`src/design/wavhp_pkg.sv`:
```
// wavhp_pkg: shared types and constants for the riff wave header parser
// phase encoding, status codes, magic words and stream widths
// no dependencies
package wavhp_pkg;

	typedef enum logic [3:0] {
		PH_RIFF    = 4'd0,
		PH_FSIZE   = 4'd1,
		PH_WAVE    = 4'd2,
		PH_FMTID   = 4'd3,
		PH_FMTSIZE = 4'd4,
		PH_FMTBODY = 4'd5,
		PH_FMTSKIP = 4'd6,
		PH_CHID    = 4'd7,
		PH_CHSIZE  = 4'd8,
		PH_CHSKIP  = 4'd9,
		PH_DONE    = 4'd10
	} phase_t;

	typedef enum logic [2:0] {
		ST_OK        = 3'd0,
		ST_NO_RIFF   = 3'd1,
		ST_NO_WAVE   = 3'd2,
		ST_FMT_SHORT = 3'd3,
		ST_NO_DATA   = 3'd4
	} status_t;

	localparam logic [31:0] MAGIC_RIFF = 32'h4646_4952;
	localparam logic [31:0] MAGIC_WAVE = 32'h4556_4157;
	localparam logic [31:0] MAGIC_DATA = 32'h6174_6164;

	localparam logic [31:0] FMT_BODY_LEN = 32'd16;

	localparam int IN_DATA_W  = 8;
	localparam int OUT_DATA_W = 256;
	localparam int STATUS_W   = 3;
	localparam int CFG_ADDR_W = 3;

	// register index, taken from the word address bit
	localparam logic REG_BASE_OFFSET = 1'b0;

endpackage

```
`src/design/wav_header_parser_top.sv`:
```
// wav_header_parser_top: byte-stream riff wave header parser with apb config port
// one pass per byte between the input handshake and a registered result stage
// depends on wavhp_pkg
// result: m_tvalid rises in the cycle after the byte that completes it is accepted
// throughput: one byte per cycle; s_tready = !m_tvalid || m_tready, so the result register
//   is the only stall point
// reset: arst_n clears the parse phase, counters, base_offset and the result valid flag
// header fields are held in registers loaded as the bytes arrive; no memory is used
module wav_header_parser_top (
	input  logic                                clk,
	input  logic                                arst_n,
	// input stream
	input  logic                                s_tvalid,
	output logic                                s_tready,
	input  logic [wavhp_pkg::IN_DATA_W-1:0]     s_tdata,  // [7:0] data_byte
	input  logic                                s_tlast,  // last_byte
	input  logic                                s_tuser,  // first_byte
	// result stream
	output logic                                m_tvalid,
	input  logic                                m_tready,
	// [31:0] file_size, [63:32] fmt_size, [79:64] format_tag, [95:80] channel_count,
	// [127:96] sample_rate, [159:128] byte_rate, [175:160] block_align,
	// [191:176] sample_bits, [223:192] data_size, [255:224] data_offset
	output logic [wavhp_pkg::OUT_DATA_W-1:0]    m_tdata,
	output logic [wavhp_pkg::STATUS_W-1:0]      m_tuser,  // [2:0] status
	// configuration
	input  logic                                psel,
	input  logic                                penable,
	input  logic                                pwrite,
	input  logic [wavhp_pkg::CFG_ADDR_W-1:0]    paddr,
	input  logic [31:0]                         pwdata,
	output logic [31:0]                         prdata,
	output logic                                pready
);

	// control state
	wavhp_pkg::phase_t phase_q, phase_d;
	logic [3:0]  fbc_q, fbc_d;
	logic [31:0] asm_q, asm_d;
	logic [31:0] skip_q, skip_d;
	logic [31:0] pos_q, pos_d;
	logic        isdata_q, isdata_d;
	logic [31:0] base_q;

	// captured header fields
	logic [31:0] file_q, file_d;
	logic [31:0] fmt_q, fmt_d;
	logic [15:0] tag_q, tag_d;
	logic [15:0] chan_q, chan_d;
	logic [31:0] rate_q, rate_d;
	logic [31:0] brate_q, brate_d;
	logic [15:0] align_q, align_d;
	logic [15:0] bits_q, bits_d;

	// result stage
	logic                                m_tvalid_q;
	logic [wavhp_pkg::OUT_DATA_W-1:0]    m_tdata_q;
	logic [wavhp_pkg::STATUS_W-1:0]      m_tuser_q;

	logic acc;
	logic cfg_wr;

	// working values for the current byte (restart applied)
	wavhp_pkg::phase_t ph;
	logic [3:0]  fbc;
	logic [31:0] asmw;
	logic [31:0] asm_n;
	logic [31:0] skip;
	logic [31:0] pos;
	logic        isdata;
	logic        wdone;
	logic        res_fire;
	wavhp_pkg::status_t res_status;
	logic [31:0] dsize;
	logic [31:0] doff;
	logic [wavhp_pkg::OUT_DATA_W-1:0] res_data;

	assign s_tready = !m_tvalid_q || m_tready;
	assign acc      = s_tvalid && s_tready;
	assign m_tvalid = m_tvalid_q;
	assign m_tdata  = m_tdata_q;
	assign m_tuser  = m_tuser_q;

	assign pready = 1'b1;
	assign cfg_wr = psel && penable && pwrite && pready && (paddr[2] == wavhp_pkg::REG_BASE_OFFSET);
	assign prdata = (paddr[2] == wavhp_pkg::REG_BASE_OFFSET) ? base_q : 32'd0;

	// next state for one byte
	always_comb begin
		ph     = s_tuser ? wavhp_pkg::PH_RIFF : phase_q;
		fbc    = s_tuser ? 4'd0 : fbc_q;
		asmw   = s_tuser ? 32'd0 : asm_q;
		skip   = s_tuser ? 32'd0 : skip_q;
		pos    = s_tuser ? 32'd0 : pos_q;
		isdata = s_tuser ? 1'b0 : isdata_q;

		asm_n  = {s_tdata, asmw[31:8]};
		wdone  = (fbc >= 4'd3);

		phase_d  = ph;
		fbc_d    = fbc;
		asm_d    = asmw;
		skip_d   = skip;
		pos_d    = pos;
		isdata_d = isdata;
		file_d   = file_q;
		fmt_d    = fmt_q;
		tag_d    = tag_q;
		chan_d   = chan_q;
		rate_d   = rate_q;
		brate_d  = brate_q;
		align_d  = align_q;
		bits_d   = bits_q;
		dsize    = 32'd0;
		doff     = 32'd0;

		res_fire   = 1'b0;
		res_status = wavhp_pkg::ST_OK;

		if (ph != wavhp_pkg::PH_DONE) begin
			pos_d = pos + 32'd1;
			asm_d = asm_n;

			case (ph)
				wavhp_pkg::PH_RIFF, wavhp_pkg::PH_FSIZE, wavhp_pkg::PH_WAVE,
				wavhp_pkg::PH_FMTID, wavhp_pkg::PH_FMTSIZE, wavhp_pkg::PH_CHID,
				wavhp_pkg::PH_CHSIZE: begin
					fbc_d = wdone ? 4'd0 : fbc + 4'd1;
				end
				default: begin
				end
			endcase

			case (ph)
				wavhp_pkg::PH_RIFF: begin
					if (wdone) begin
						if (asm_n == wavhp_pkg::MAGIC_RIFF) begin
							phase_d = wavhp_pkg::PH_FSIZE;
						end else begin
							res_fire   = 1'b1;
							res_status = wavhp_pkg::ST_NO_RIFF;
						end
					end
				end
				wavhp_pkg::PH_FSIZE: begin
					if (wdone) begin
						file_d  = asm_n;
						phase_d = wavhp_pkg::PH_WAVE;
					end
				end
				wavhp_pkg::PH_WAVE: begin
					if (wdone) begin
						if (asm_n == wavhp_pkg::MAGIC_WAVE) begin
							phase_d = wavhp_pkg::PH_FMTID;
						end else begin
							res_fire   = 1'b1;
							res_status = wavhp_pkg::ST_NO_WAVE;
						end
					end
				end
				wavhp_pkg::PH_FMTID: begin
					if (wdone) begin
						phase_d = wavhp_pkg::PH_FMTSIZE;
					end
				end
				wavhp_pkg::PH_FMTSIZE: begin
					if (wdone) begin
						fmt_d = asm_n;
						if (asm_n < wavhp_pkg::FMT_BODY_LEN) begin
							res_fire   = 1'b1;
							res_status = wavhp_pkg::ST_FMT_SHORT;
						end else begin
							phase_d = wavhp_pkg::PH_FMTBODY;
						end
					end
				end
				wavhp_pkg::PH_FMTBODY: begin
					// byte index within the 16-byte fmt body at which each field completes
					case (fbc)
						4'd1:  tag_d   = asm_n[31:16];
						4'd3:  chan_d  = asm_n[31:16];
						4'd7:  rate_d  = asm_n;
						4'd11: brate_d = asm_n;
						4'd13: align_d = asm_n[31:16];
						4'd15: bits_d  = asm_n[31:16];
						default: begin
						end
					endcase
					if (fbc == 4'd15) begin
						fbc_d   = 4'd0;
						skip_d  = fmt_q - wavhp_pkg::FMT_BODY_LEN;
						phase_d = (skip_d == 32'd0) ? wavhp_pkg::PH_CHID
						                            : wavhp_pkg::PH_FMTSKIP;
					end else begin
						fbc_d = fbc + 4'd1;
					end
				end
				wavhp_pkg::PH_FMTSKIP, wavhp_pkg::PH_CHSKIP: begin
					skip_d = skip - 32'd1;
					if (skip_d == 32'd0) begin
						phase_d = wavhp_pkg::PH_CHID;
					end
				end
				wavhp_pkg::PH_CHID: begin
					if (wdone) begin
						isdata_d = (asm_n == wavhp_pkg::MAGIC_DATA);
						phase_d  = wavhp_pkg::PH_CHSIZE;
					end
				end
				wavhp_pkg::PH_CHSIZE: begin
					if (wdone) begin
						if (isdata) begin
							dsize      = asm_n;
							doff       = base_q + pos_d;
							res_fire   = 1'b1;
							res_status = wavhp_pkg::ST_OK;
						end else begin
							skip_d  = asm_n;
							phase_d = (asm_n == 32'd0) ? wavhp_pkg::PH_CHID
							                           : wavhp_pkg::PH_CHSKIP;
						end
					end
				end
				default: begin
				end
			endcase

			// end of file before a result
			if (!res_fire && s_tlast) begin
				res_fire = 1'b1;
				if (phase_d == wavhp_pkg::PH_RIFF) begin
					res_status = wavhp_pkg::ST_NO_RIFF;
				end else if (phase_d == wavhp_pkg::PH_FSIZE || phase_d == wavhp_pkg::PH_WAVE) begin
					res_status = wavhp_pkg::ST_NO_WAVE;
				end else begin
					res_status = wavhp_pkg::ST_NO_DATA;
				end
			end

			if (res_fire) begin
				phase_d = wavhp_pkg::PH_DONE;
			end
		end
	end

	// result payload; error results carry zero fields
	always_comb begin
		if (res_status == wavhp_pkg::ST_OK) begin
			res_data = {doff, dsize, bits_d, align_d, brate_d, rate_d,
			            chan_d, tag_d, fmt_d, file_d};
		end else begin
			res_data = '0;
		end
	end

	always_ff @(posedge clk or negedge arst_n) begin
		if (!arst_n) begin
			phase_q    <= wavhp_pkg::PH_RIFF;
			fbc_q      <= 4'd0;
			asm_q      <= 32'd0;
			skip_q     <= 32'd0;
			pos_q      <= 32'd0;
			isdata_q   <= 1'b0;
			base_q     <= 32'd0;
			m_tvalid_q <= 1'b0;
		end else begin
			if (cfg_wr) begin
				base_q <= pwdata;
			end
			if (acc) begin
				phase_q    <= phase_d;
				fbc_q      <= fbc_d;
				asm_q      <= asm_d;
				skip_q     <= skip_d;
				pos_q      <= pos_d;
				isdata_q   <= isdata_d;
				m_tvalid_q <= res_fire;
			end else if (m_tready) begin
				m_tvalid_q <= 1'b0;
			end
		end
	end

	// header fields and result payload
	always_ff @(posedge clk) begin
		if (acc) begin
			file_q  <= file_d;
			fmt_q   <= fmt_d;
			tag_q   <= tag_d;
			chan_q  <= chan_d;
			rate_q  <= rate_d;
			brate_q <= brate_d;
			align_q <= align_d;
			bits_q  <= bits_d;
			if (res_fire) begin
				m_tdata_q <= res_data;
				m_tuser_q <= res_status;
			end
		end
	end

	// error results never carry field values
	a_err_zero: assert property (@(posedge clk) disable iff (!arst_n)
		m_tvalid && (m_tuser != wavhp_pkg::ST_OK) |-> (m_tdata == '0))
		else $error("error result with nonzero fields");

	// a result always parks the parser
	a_done_after_result: assert property (@(posedge clk) disable iff (!arst_n)
		acc && res_fire |=> (phase_q == wavhp_pkg::PH_DONE))
		else $error("parser not parked after result");

	// once parked, bytes without restart give nothing
	a_done_silent: assert property (@(posedge clk) disable iff (!arst_n)
		acc && (phase_q == wavhp_pkg::PH_DONE) && !s_tuser |=> !m_tvalid)
		else $error("result from parked parser");

	// word phases keep the byte counter within one word; a parked parser may hold a body index
	a_fbc_range: assert property (@(posedge clk) disable iff (!arst_n)
		(phase_q != wavhp_pkg::PH_FMTBODY) && (phase_q != wavhp_pkg::PH_DONE)
		|-> (fbc_q <= 4'd3))
		else $error("byte counter out of range outside fmt body");

endmodule

```
`config.mk`:
```
export PLATFORM = sky130hd
export DESIGN_NAME = wav_header_parser_top
export DESIGN_NICKNAME = d
export VERILOG_FILES = /design/src/design/wavhp_pkg.sv /design/src/design/wav_header_parser_top.sv
export SDC_FILE = /design/constraint.sdc
export NUM_CORES = 1
export LEC_CHECK = 0
export ABC_AREA = 1
export BUFFER_PORTS_ARGS = -buffer_cell sky130_fd_sc_hd__buf_2
export CAP_MARGIN = 10
export CORE_MARGIN = 8
export CORE_UTILIZATION = 25
export DETAILED_ROUTE_END_ITERATION = 8
export GPL_TIMING_DRIVEN = 0
export PLACE_DENSITY = 0.42
export SYNTH_ARGS = -nofsm -noshare
export SYNTH_HDL_FRONTEND = slang
export SYNTH_SLANG_ARGS = --single-unit
```
`constraint.sdc`:
```
create_clock -name clk -period 12.81 [get_ports clk]
set_input_delay 2.562 -clock clk [delete_from_list [all_inputs] [get_ports clk]]
set_output_delay 2.562 -clock clk [all_outputs]
set_load 0.005 [all_outputs]
```
* After elaboration in Yosys (flattened, before gate mapping)
Cells that the tools add are included.
Cells by class: $add $sub $neg 5, order comparisons 2, eq/ne operators 21, mux-type cells 91, bitwise gates (word level) 1, reductions and logical operators 20
Operators by type and width (count):
- $mux 32 | 22
- $mux 16 | 12
- $eq 32x31->1 const B | 3
- $logic_not 32->1 | 3
- $mux 4 | 24
- $pmux 32 s3 | 1
- $pmux 4 s9 | 1
- $add 32x1->32 const B | 1
- $add 32x32->32 | 1
- $lt 32x5->1 const B | 1
- $sub 32x1->32 const B | 1
- $sub 32x5->32 const B | 1
- $mux 1 | 21
- $eq 4x3->1 const B | 5
- $eq 4x4->1 const B | 5
- $eq 4x2->1 const B | 4
- $eq 4x1->1 const B | 3
- $mux 3 | 4
- $logic_not 4->1 | 2
- $mux 2 | 4
- $reduce_or 7->1 | 1
- $pmux 2 s3 | 1
- $logic_and 1x1->1 | 5
- $reduce_and 5->1 | 1
- 11 further kinds | 13
Word-level totals: bits in registers 581, bits of input ports 52, output and inout bits 294, word-level logic and storage cells 159

* Longest topological paths before layout
depth after elaboration 15, depth in mapped cells 32, gate-level depth less buffers 28

* Worst setup path before layout
OpenSTA, ideal clock, no wires.
path type input-to-reg, from in s_tuser, to reg m_tdata_q, in the netlist m_tdata[0], enable pin, library setup time 611 ps, arrival time 9493 ps, required time 12199 ps, slack 2706 ps, cell stages on the path 14, buffers on the path 6, cells stage by stage buf_2 buf_2 buf_1 buf_1 clkbuf_1 nor2_1 ha_1 nor2_1 inv_1 buf_2 o221ai_1 nand3_1 nand2_1 inv_1
Between the ends: word-level cells in the longest chain between the ends 12, elaborated cells on any way between the ends 29, classes of those cells order compare: 2; eq/ne: 6; mux: 17; reduce/logical: 4
RTL lines:
- start, declared | RTL line wav_header_parser_top.sv:17 | input logic s_tuser,
- $mux 32 | RTL line wav_header_parser_top.sv:92 | asmw = s_tuser ? 32'd0 : asm_q;
- $lt 32x5->1 (tied with other cells) | RTL line wav_header_parser_top.sv:169 | if (asm_n < wavhp_pkg::FMT_BODY_LEN) begin
- $mux 1, on equally long branches | RTL line wav_header_parser_top.sv:169, wav_header_parser_top.sv:137, wav_header_parser_top.sv:153
- $mux 1, on equally long branches | RTL line wav_header_parser_top.sv:167, wav_header_parser_top.sv:136, wav_header_parser_top.sv:152
- $pmux 1 s4 | RTL line wav_header_parser_top.sv:134 | case (ph)
- $mux 1 | RTL line wav_header_parser_top.sv:120 | if (ph != wavhp_pkg::PH_DONE) begin
- $logic_not 1->1 | RTL line wav_header_parser_top.sv:229 | if (!res_fire && s_tlast) begin
- $logic_and 1x1->1 | RTL line wav_header_parser_top.sv:229
- $mux 1 | RTL line wav_header_parser_top.sv:229
- $mux 1 | RTL line wav_header_parser_top.sv:120
- $mux 1 (*) | RTL line wav_header_parser_top.sv:120
- $reduce_and 2->1 (no source line) (*)
- end signal, assigned | RTL line wav_header_parser_top.sv:296 | m_tdata_q <= res_data;
- end, declared | RTL line wav_header_parser_top.sv:57 | logic [wavhp_pkg::OUT_DATA_W-1:0] m_tdata_q;
Mark *: on every way between the ends. The rest lies on a longest branch, timed or not. The select of a mux whose other input is x is not followed. A chain may end at the register's enable or synchronous reset.

* Worst setup path in the final report
from in s_tuser, to reg m_tdata_q, in the netlist m_tdata[255], data pin
Between the ends: word-level cells in the longest chain between the ends 15, elaborated cells on any way between the ends 73, classes of those cells add/sub: 3; order compare: 2; eq/ne: 15; mux: 43; reduce/logical: 10
RTL lines:
- parallel branches: the longest is 15 deep, another holds $sub 32x1->32
Parallel ways; which one is timed is not known. The select of a mux whose other input is x is not followed.

==> reports/results.ini <==
[cts]
cts.hold.buffers_added = 0
cts_tree = done
clock_path_buffers = 3
post_cts_buffers = 0
cts-buffers-inserted = 75
insertion_delay_ps = 660
postCtsResizedCells = 0
clkTransAtPathRegs_ps = 60
htreeDepth = 3
clock-sinks = 581
clock-root-buffer = clkbuf_16

[routing]
drtPass1Iterations = 6
drt-initial-drc-count = 2078
antenna_left = 0
drcViolationCount = 0
wl_per_cell_um = 22.43
vias = 26295
routed_wl_mm = 128.4
vias_per_cell = 4.593

[yosys]
synth_largest_area_cell = edfxtp_1
synthCells = 3588
ys_ff_latch = 581
yosys_warnings = 0
synth_ff_type = edfxtp_1
syn-cell-area_um2 = 30930
synth_edf_count = 451
synth.net_count = 3679
yosysSeqAreaShare_pct = 54.30
synth_top_area_share_pct = 43.78
synth_area_leaders = edfxtp_1, dfrtp_1, nand2_1
async_reset_ff_share_pct = 22.38
synth_common_cells = nand2_1, inv_1, edfxtp_1, nor2_1, o21ai_0
yosys.cell_types.count = 53
avgSynthCellArea_um2 = 8.622
synth_most_common_cell = nand2_1

[power]
peakVddDrop_v = 0.00009296
p_per_area_nw_per_um2 = 185.2
leakagePower_nw = 16.77

[timing]
slew_violations = 0
fin_crit_ps = 8435
slew_headroom_pct = 17.68
setup_viol = 0
rsz0062_at_grt = no
finalCritPeriodShare_pct = 65.85
whs_ps = 488.0
fmax_ghz = 0.1186
clock_skew_ps = 23.37
worstMarginPinSlew_ps = 1230
hold_violations = 0

[finish]
final_cell_area_um2 = 37420
n_fill_cell = 13284
regArea_um2 = 16800
area_delta_synth_final_pct = 20.96
drive_gt1_share_pct = 18.70
fin_cells = 5725
multi_input_area_um2 = 11360
fin_nets = 4110

[floorplanning]
core_area_um2 = 123300
die-area_um2 = 135300
rows = 129
die_y_um = 367.8
die_x_um = 367.8
start_util_pct = 25.09
ios = 346

[worst_hold_path]
hold_start = skip_q[30]$_DFFE_PN0P_
min_to = skip_q[30]$_DFFE_PN0P_
min_path_cells = 2
hold_class = reg -> reg

[global_routing]
grt_pass1_wl_mm = 185.4
grt_max_degree = 123
grt_overflow_total = 0
grt_pass1_vias = 26211
grt_antenna_before_repair = 15
grt_usage_pct = 18.33

[critical_path]
crit_path_start_kind = input pin
rr_endpoint = m_tdata[122]$_SDFFCE_PP0P_
regToRegSetupSlack_ps = 7850
critical_path_required_ps = 13270
critical_path_class = in -> reg
reg2reg_depth = 12
critPathArrivalTime_ps = 8900
reg2reg_from = asm_q[8]$_DFFE_PN0P_
crit_path_end_kind = register
worstPathMaxFanout = 10

[status]
status = complete, no violations

[placement]
gp_congestion = 0.9519
post_dp_cell_area_um2 = 34970
dp_hpwl_mm = 95.93
placedCellCount = 5579
io_buffers = 341

[job]
drv_cap = 0

[state kept, by name, indices dropped and copies added, names as in the netlist]
name      cells
fmt_q        32
tag_q        16
base_q       32
m_tvalid      1
pos_q        32
isdata_q      1
fbc_q         4
phase_q       4
rate_q       32
m_tdata     256
m_tuser       3
skip_q       32
file_q       32
align_q      16
asm_q        24
bits_q       16
chan_q       16
brate_q      32
[where the power goes]
part	internal (W)	switching (W)	leakage, nW
clock network	0.00121	0.000898	1.17
registers	0.00243	0.000165	5.95
logic	0.000660	0.00156	9.64
total	0.00430	0.00263	16.8
[cell usage in the layout, fill, tap and decap left out, types with 6 or more instances in the layout]
cell type | synthesis | routed
clkbuf_16 | 0 | 76
o21a_1 | 16 | 16
ha_1 | 38 | 38
nor3_1 | 26 | 26
buf_6 | 24 | 24
nand2_2 | 19 | 19
o21ai_1 | 14 | 14
o221ai_1 | 8 | 8
buf_2 | 7 | 348
edfxtp_1 | 451 | 451
o21ai_0 | 401 | 401
nor2_2 | 180 | 180
buf_12 | 0 | 6
o211ai_1 | 11 | 11
diode_2 | 0 | 7
nand2_1 | 670 | 670
inv_1 | 511 | 510
inv_2 | 13 | 13
clkinv_2 | 0 | 13
nor2_1 | 451 | 451
a21oi_1 | 172 | 172
o22ai_1 | 27 | 27
nand3_1 | 103 | 103
nand4_1 | 33 | 33
or2_2 | 35 | 35
xnor2_1 | 15 | 15
nor4_1 | 13 | 13
clkinv_1 | 4 | 14
a221oi_1 | 7 | 7
clkbuf_1 | 117 | 134
xor2_1 | 37 | 37
dfrtp_1 | 130 | 130
[worst max path at each step]
stage	start	endpoint	cells past startpoint
finish	s_tuser	m_tdata[255]$_SDFFCE_PN0P_	28
global route	s_tuser	m_tdata[255]$_SDFFCE_PN0P_	28
floorplan	s_tuser	m_tdata[0]$_SDFFCE_PP0P_	14
global placement	s_tuser	m_tdata[119]$_SDFFCE_PP0P_	15
detailed placement	s_tuser	m_tdata[255]$_SDFFCE_PN0P_	28
CTS	s_tuser	m_tdata[255]$_SDFFCE_PN0P_	28
[cell families after synthesis]
logic type,count (synthesis),synth area share [%]
simple gates,1546,21.84
xor+xnor,52,1.472
compound gates,683,11.80
flops,581,54.30
other cells,1,0.01212
buf+inv,686,8.979
fa+ha+maj,39,1.602
[metal layers]
metal	track usage (%)	wire [µm]	vias to the layer above	share of wire, %
li1	-	-	12671	-
met1	24.80	57790	12564	45
met2	29.50	58220	867	45
met3	3.617	8158	189	6.4
met4	5.723	4239	4	3.3
met5	0	27	-	0.021
[per-stage QoR]
stage / setup WS, ps / power [W] / setup TNS, ps / util, %
floorplan: 2706 / 0.003996 / 0 / -
global placement: -2200 / 0.004918 / -595660 / 28.13
detailed placement: 3579 / 0.004863 / 0 / 28.36
CTS: 4249 / 0.007019 / 0 / 30.33
global route: 3915 / 0.007346 / 0 / 30.33
finish: 4375 / 0.006931 / 0 / 30.35
[layout make-up]
type | count | share of cell area [%]
diodes | 7 | 0.04681
plain buffers | 157 | 2.123
clock buffers | 100 | 5.430
clock inverters | 39 | 1.057
inverters | 529 | 5.333
multi-input cells | 2321 | 30.36
flip-flops and latches | 581 | 44.89
well taps | 1637 | 5.474
repair buffers | 354 | 5.290
[worst max-delay path, stage by stage]
cell and delay [ps]:
buf_2 140, buf_2 330, buf_2 460, buf_1 540, buf_1 530, clkbuf_1 730, nor2_1 180, ha_1 270
nand4_1 160, nor3_1 100, nand2_1 90, nor2_1 50, nand3_1 120, nor3_2 70, nand2_1 100, nor2_1 80
nand4_1 130, xor2_1 220, inv_1 80, ha_1 340, nand2_1 120, nor4_1 510, nand4_1 270, nand2_1 180
a211oi_1 100, xnor2_1 160, inv_1 50, nor2_1 190
Power figures use the tool's default switching activity.
